===== config.mk =====
export PLATFORM = sky130hd
export DESIGN_NAME = kmc_ctrl
export DESIGN_NICKNAME = d
export VERILOG_FILES = /design/src/sv/kmc_pkg.sv /design/src/sv/kmc_ctrl.sv
export SDC_FILE = /design/constraint.sdc
export NUM_CORES = 1
export LEC_CHECK = 0
export BUFFER_PORTS_ARGS = -buffer_cell sky130_fd_sc_hd__buf_2
export CELL_PAD_IN_SITES_DETAIL_PLACEMENT = 1
export CELL_PAD_IN_SITES_GLOBAL_PLACEMENT = 1
export CORE_UTILIZATION = 29
export CTS_CLUSTER_SIZE = 14
export DETAILED_ROUTE_END_ITERATION = 10
export GPL_TIMING_DRIVEN = 0
export PLACE_DENSITY = 0.82
export SLEW_MARGIN = 40
export SYNTH_ARGS = -nofsm -noshare
export SYNTH_HDL_FRONTEND = slang
export SYNTH_SLANG_ARGS = --single-unit

===== constraint.sdc =====
create_clock -name i_clk -period 2.3 [get_ports i_clk]
set_input_delay 0.345 -clock i_clk [delete_from_list [all_inputs] [get_ports i_clk]]
set_output_delay 0.345 -clock i_clk [all_outputs]
set_load 0.05 [all_outputs]

===== src/sv/kmc_pkg.sv =====
// Shared types and constants for the k-means clustering core.
// Operation and result codes, register indexes, controller states and the
// command and status structs between controller and datapath. No dependencies.
`timescale 1ns / 1ps

package kmc_pkg;

    localparam int DEF_MAX_SAMPLES  = 256;
    localparam int DEF_MAX_CLUSTERS = 8;
    localparam int DEF_MAX_DIMS     = 16;

    localparam int OP_W       = 2;
    localparam int IDX_W      = 12;
    localparam int VAL_W      = 16;
    localparam int KIND_W     = 2;
    localparam int CLUS_W     = 3;
    localparam int MCNT_W     = 9;
    localparam int ITER_W     = 10;
    localparam int CFG_IDX_W  = 3;
    localparam int CFG_DATA_W = 16;

    localparam int CFG_NS_W  = 9;
    localparam int CFG_NC_W  = 4;
    localparam int CFG_ND_W  = 5;
    localparam int CFG_TOL_W = 16;

    localparam logic [CFG_NS_W-1:0]  RST_SAMPLES   = 9'd256;
    localparam logic [CFG_NC_W-1:0]  RST_CLUSTERS  = 4'd2;
    localparam logic [CFG_ND_W-1:0]  RST_DIMS      = 5'd3;
    localparam logic [CFG_TOL_W-1:0] RST_TOLERANCE = 16'd0;
    localparam logic [ITER_W-1:0]    RST_ITER_LIM  = 10'd100;

    typedef enum logic [OP_W-1:0] {
        OP_LD_SMP   = 2'd0,
        OP_LD_MEAN  = 2'd1,
        OP_RD_MEAN  = 2'd2,
        OP_RD_LABEL = 2'd3
    } t_op;

    typedef enum logic [KIND_W-1:0] {
        KIND_DONE  = 2'd0,
        KIND_MEAN  = 2'd1,
        KIND_LABEL = 2'd2
    } t_kind;

    typedef enum logic [CFG_IDX_W-1:0] {
        CFG_SAMPLE_COUNT  = 3'd0,
        CFG_CLUSTER_COUNT = 3'd1,
        CFG_DIMENSIONS    = 3'd2,
        CFG_TOLERANCE     = 3'd3,
        CFG_ITER_LIMIT    = 3'd4
    } t_cfg_idx;

    typedef enum logic [4:0] {
        S_IDLE, S_RD, S_RUN, S_PASS, S_CLR, S_SI, S_KI, S_DRD, S_DSQ, S_DACC,
        S_DCMP, S_LAB, S_SRD, S_SWR, S_SNX, S_UI, S_URD, S_ULAT, S_UWAIT,
        S_PEND, S_DONE
    } t_state;

    typedef struct packed {
        logic load_smp;
        logic load_mean;
        logic rd_mean;
        logic rd_label;
        logic out_read;
        logic out_done;
        logic run_init;
        logic pass_init;
        logic clr_step;
        logic smp_init;
        logic dist_init;
        logic dist_rd;
        logic dist_sq;
        logic dist_acc;
        logic dist_cmp;
        logic lab_wr;
        logic sum_rd;
        logic sum_wr;
        logic smp_next;
        logic upd_init;
        logic upd_rd;
        logic upd_latch;
        logic upd_wr;
        logic pass_end;
    } t_cmd;

    typedef struct packed {
        logic j_last;
        logic k_last;
        logic i_last;
        logic m_last;
        logic moved;
        logic iter_last;
        logic div_busy;
        logic out_free;
    } t_sts;

endpackage


===== src/sv/kmc_ctrl.sv =====
// Controller state machine of the k-means core: item handshake and the
// sequencing of each Lloyd pass. Depends on kmc_pkg.
`timescale 1ns / 1ps

module kmc_ctrl (
    input  logic                        i_clk,
    input  logic                        i_rst_n,
    input  logic                        i_in_valid,
    input  logic [kmc_pkg::OP_W-1:0]    i_in_op,
    input  logic                        i_in_last,
    output logic                        o_in_ready,
    input  kmc_pkg::t_sts               i_sts,
    output kmc_pkg::t_cmd               o_cmd
);
    import kmc_pkg::*;

    t_state r_state;
    t_state n_state;

    always_ff @(posedge i_clk) begin
        if (!i_rst_n) begin
            r_state <= S_IDLE;
        end else begin
            r_state <= n_state;
        end
    end

    always_comb begin
        n_state = r_state;
        case (r_state)
            S_IDLE: begin
                if (i_in_valid) begin
                    case (t_op'(i_in_op))
                        OP_LD_SMP:   n_state = i_in_last ? S_RUN : S_IDLE;
                        OP_RD_MEAN:  n_state = S_RD;
                        OP_RD_LABEL: n_state = S_RD;
                        default:     n_state = S_IDLE;
                    endcase
                end
            end
            S_RD:    if (i_sts.out_free) n_state = S_IDLE;
            S_RUN:   n_state = S_PASS;
            S_PASS:  n_state = S_CLR;
            S_CLR:   if (i_sts.m_last) n_state = S_SI;
            S_SI:    n_state = S_KI;
            S_KI:    n_state = S_DRD;
            S_DRD:   n_state = S_DSQ;
            S_DSQ:   n_state = S_DACC;
            S_DACC:  n_state = i_sts.j_last ? S_DCMP : S_DRD;
            S_DCMP:  n_state = i_sts.k_last ? S_LAB : S_DRD;
            S_LAB:   n_state = S_SRD;
            S_SRD:   n_state = S_SWR;
            S_SWR:   n_state = i_sts.j_last ? S_SNX : S_SRD;
            S_SNX:   n_state = i_sts.i_last ? S_UI : S_KI;
            S_UI:    n_state = S_URD;
            S_URD:   n_state = S_ULAT;
            S_ULAT:  n_state = S_UWAIT;
            S_UWAIT: if (!i_sts.div_busy) n_state = i_sts.m_last ? S_PEND : S_URD;
            S_PEND:  n_state = (!i_sts.moved || i_sts.iter_last) ? S_DONE : S_PASS;
            S_DONE:  if (i_sts.out_free) n_state = S_IDLE;
            default: n_state = S_IDLE;
        endcase
    end

    always_comb begin
        o_cmd      = '0;
        o_in_ready = 1'b0;
        case (r_state)
            S_IDLE: begin
                o_in_ready = 1'b1;
                if (i_in_valid) begin
                    case (t_op'(i_in_op))
                        OP_LD_SMP:   o_cmd.load_smp  = 1'b1;
                        OP_LD_MEAN:  o_cmd.load_mean = 1'b1;
                        OP_RD_MEAN:  o_cmd.rd_mean   = 1'b1;
                        OP_RD_LABEL: o_cmd.rd_label  = 1'b1;
                        default:     o_cmd.load_smp  = 1'b0;
                    endcase
                end
            end
            S_RD:    o_cmd.out_read  = i_sts.out_free;
            S_RUN:   o_cmd.run_init  = 1'b1;
            S_PASS:  o_cmd.pass_init = 1'b1;
            S_CLR:   o_cmd.clr_step  = 1'b1;
            S_SI:    o_cmd.smp_init  = 1'b1;
            S_KI:    o_cmd.dist_init = 1'b1;
            S_DRD:   o_cmd.dist_rd   = 1'b1;
            S_DSQ:   o_cmd.dist_sq   = 1'b1;
            S_DACC:  o_cmd.dist_acc  = 1'b1;
            S_DCMP:  o_cmd.dist_cmp  = 1'b1;
            S_LAB:   o_cmd.lab_wr    = 1'b1;
            S_SRD:   o_cmd.sum_rd    = 1'b1;
            S_SWR:   o_cmd.sum_wr    = 1'b1;
            S_SNX:   o_cmd.smp_next  = 1'b1;
            S_UI:    o_cmd.upd_init  = 1'b1;
            S_URD:   o_cmd.upd_rd    = 1'b1;
            S_ULAT:  o_cmd.upd_latch = 1'b1;
            S_UWAIT: o_cmd.upd_wr    = !i_sts.div_busy;
            S_PEND:  o_cmd.pass_end  = 1'b1;
            S_DONE:  o_cmd.out_done  = i_sts.out_free;
            default: o_cmd = '0;
        endcase
    end

endmodule


==> summary.md <==
| Metric | Value |
|---|---|
| Starting density of the core | `0.319` |
| Crit path time final | `2180 ps` |
| DP Wirelength | `2300 microns` |
| Static Leak | `0.480 nW` |
| Total grt overflow | `0` |
| Biggest regs | `r_state (5)` |
| CTS tree | `yes` |
| Hold wc startpoint | `i_rst_n` |
| Warnings, synthesis | `0` |
| Synth cell types | `41` |
| Core Area | `2300 sq um` |
| Mapped Nets | `129` |
| Vias per std cell | `5.41` |
| Sequential Power Share | `0.203` |
| Max Fclk | `458 MHz` |
| Diodes inserted | `0` |
| Die area | `2730 sq um` |
| FF-to-FF path depth | `6` |
| Switching power | `0.241 mW` |
| Worst setup EP type | `primary output` |
| Hold Path Depth | `3` |
| Crit-path cells | `clkbuf_1 -> inv_1 -> nor4_2 -> buf_2` |
| Post-synthesis adder-cell area fraction | `0` |
| CP startpoint kind | `register` |
| Max reg flops | `5` |
| Worst-margin pin slew | `697 ps` |
| Mapped Area | `732 sq um` |
| Cell with the most instances after synthesis | `nor2_1` |
| TritonRoute pass-1 iters | `4` |
| Largest family of logic cells by synthesized area | `simple AND/OR/NAND/NOR gates` |
| Status | `finished clean` |
| Number of CTS-inserted buffers | `3` |
| # clock sinks | `5` |
| RSZ-0062 raised after global routing | `false` |
| Mapped Cells | `115` |
| Yosys top cell by area | `nor2_1` |
| Insertion delay to the later sink of the worst-skew pair | `240 ps` |
| Worst VDD drop | `0.453 mV` |
| Hold Vio Cnt, Final | `0` |
| XOR/XNOR Fraction of Synth Area | `0.0120` |
| CTS clock-pin slew for the worst setup and hold paths | `40 ps` |
| Synth top area cells | `nor2_1 (14%), dfxtp_1 (14%), nor2b_1 (5.1%), mux2i_1 (4.1%), nor3_1 (4.1%)` |
| Post-synth top cells | `nor2_1 (28), nand2_1 (8), nor2b_1 (6), nor3_1 (6)` |
| Placement Rows | `17` |
| Clk root buf | `clkbuf_4` |
| Synthesized area per cell | `6.36 sq um` |
| Number of hold buffers added after CTS | `0` |
| Area grow syn2layout | `40.3%` |
| Critical path fanouts, max | `10` |
| CP max stage delay | `450 ps` |
| Critical path type | `reg2out` |
| IO Count | `39` |
| Max_slew headroom | `0.532` |
| Pwr/cell area | `488 nW/um^2` |
| Share of cells above drive strength 1 | `0.389` |
| Largest net degree at the start of global routing | `11` |
| Post-synth EDFFs | `0` |
| Crit share post-route | `0.949` |
| DIE HEIGHT | `52.2 microns` |
| DRC errors left | `0` |
| Non-filler cells in the finished layout | `185` |
| Post-synthesis mux area share | `0.0410` |
| PortBufs | `38` |
| Final slew viol count | `0` |
| CP Data Arrival Time | `1840 ps` |
| Final net count | `172` |
| CP top delay family | `buffers and inverters` |
| Buf+Inv Stages, Crit Path | `3` |
| Clk pwr share | `0.202` |
| Critical Path RT | `1960 ps` |
| Placed cells | `181` |
| Origin of the critical flop-to-flop path | `r_state[3]` |
| H-tree depth | `1` |
| Reg2reg setup slack | `260 ps` |
| Share of the yosys chip area belonging to registers | `0.137` |
| # setup viols final | `0` |
| Post-CTS setup buffers | `0` |
| Routed Antenna Nets | `0` |
| WL/cell | `15.1 microns` |
| Final WL | `2800 microns` |
| Main synth FF type | `dfxtp_1` |
| Longest Clk Path Bufs | `2` |
| Comb pwr share | `0.595` |
| Max-Cap Viols | `0` |
| Slowest stage cell, crit path | `dfxtp_1` |
| Post-synthesis simple-gate area fraction | `0.484` |
| Synth top area share | `0.144` |
| Switching Share | `0.482` |
| Die width | `52.2 microns` |
| Tot GR Track Use | `0.220` |
| Routed via count | `1,001` |
| Post-synthesis register bit count | `5` |
| R2R Path End | `r_state[1]` |
| Initial antenna violation count | `0` |
| 1st-iter DRT viols | `17` |
| FFs w/ async S/R, synth | `0` |
| Worst min path class | `in2reg` |
| Biggest register | `r_state` |
| Synth Area in Compound Gates | `0.244` |
| Pint | `0.260 mW` |
| Setup Skew | `4.74 ps` |
| Final GP Congestion | `0.859` |
| Final core occ | `0.447` |
| Filler cells | `324` |
| WHS Endpoint | `r_state[0]` |
| Vias in the first global route | `955` |
| First-pass GRT wire length | `4430 microns` |
-- worst max-delay path by stage --
stage | slack [ps] | end | cells after the start | start
finish | 120 | o_cmd[2] | 4 | r_state[4]
floorplan | -20 | o_cmd[21] | 5 | r_state[4]
detailed placement | 240 | r_state[1] | 6 | r_state[3]
global placement | 360 | o_cmd[12] | 5 | r_state[1]
CTS | 20 | o_cmd[4] | 5 | r_state[0]
global route | 0.7 | o_cmd[2] | 4 | r_state[4]
-- tightest hold or removal path: stages --
cell	delay [ps]
buf_2	110
nand3_1	60
o32ai_1	60
-- through the flow --
step	hold WS [ps]	setup TNS (ps)	worst slack [ps]	total power, mW	instance area [sq um]
after global placement	635	0	356	0.390	998
after CTS	380	0	19.0	0.507	1030
final	389	0	117	0.501	1030
after global routing	383	0	0.689	0.539	1030
after detailed placement	639	0	244	0.401	998
after floorplan	501	-15.9	-15.9	0.327	773
-- repair_timing --
item | in CTS | in global routing
resized for setup | 1 | 2
pin swaps | 0 | 0
endpoints found under the setup margin | 1 | 4
-- final cells by class --
type	instances	area (sq um)	area share
Buffer	8	43.8	0.0426
Clock buffer	4	26.3	0.0256
Inverter	5	18.8	0.0183
Multi-Input combinational cell	97	613	0.597
Sequential cell	5	100	0.0974
Tap cell	28	35.0	0.0341
Timing Repair Buffer	38	190	0.185
-- per-layer routing --
metal / wire length [microns] / GRT usage / vias up
met5: 0 / 0 / -
met4: 29 / 0.0439 / 0
met3: 96 / 0.0406 / 2
met2: 1420 / 0.395 / 25
met1: 1260 / 0.272 / 480
li1: - / - / 494
-- power groups by stage --
stage / clock network, mW / registers, mW / logic (mW)
final: 0.101 / 0.102 / 0.298
after CTS: 0.106 / 0.102 / 0.300
after global routing: 0.112 / 0.103 / 0.324
after global placement: 0 / 0.102 / 0.287
after floorplan: 0 / 0.100 / 0.227
after detailed placement: 0 / 0.103 / 0.298
-- cell usage in the layout (no fill, tap or decap), types with 3 or more instances in the layout --
cell type	n
nor2_1	25
nand2_1	8
nor3_1	4
nor4_2	3
o21ai_0	3
nand3_1	5
mux2i_1	3
clkbuf_4	3
a21oi_1	5
inv_1	5
buf_2	42
dfxtp_1	5
nor2b_1	6
-- logic make-up (layout without fill, tap and decap cells) --
kind of cell	Yosys count	after routing
buffers and inverters	13	55
muxes	3	3
and+or+nand+nor	69	69
AOI/OAI and AO/OA	24	24
DFF	5	5
xor gates and xnor gates	1	1
Note: power is estimated with default switching activity, not from simulation.
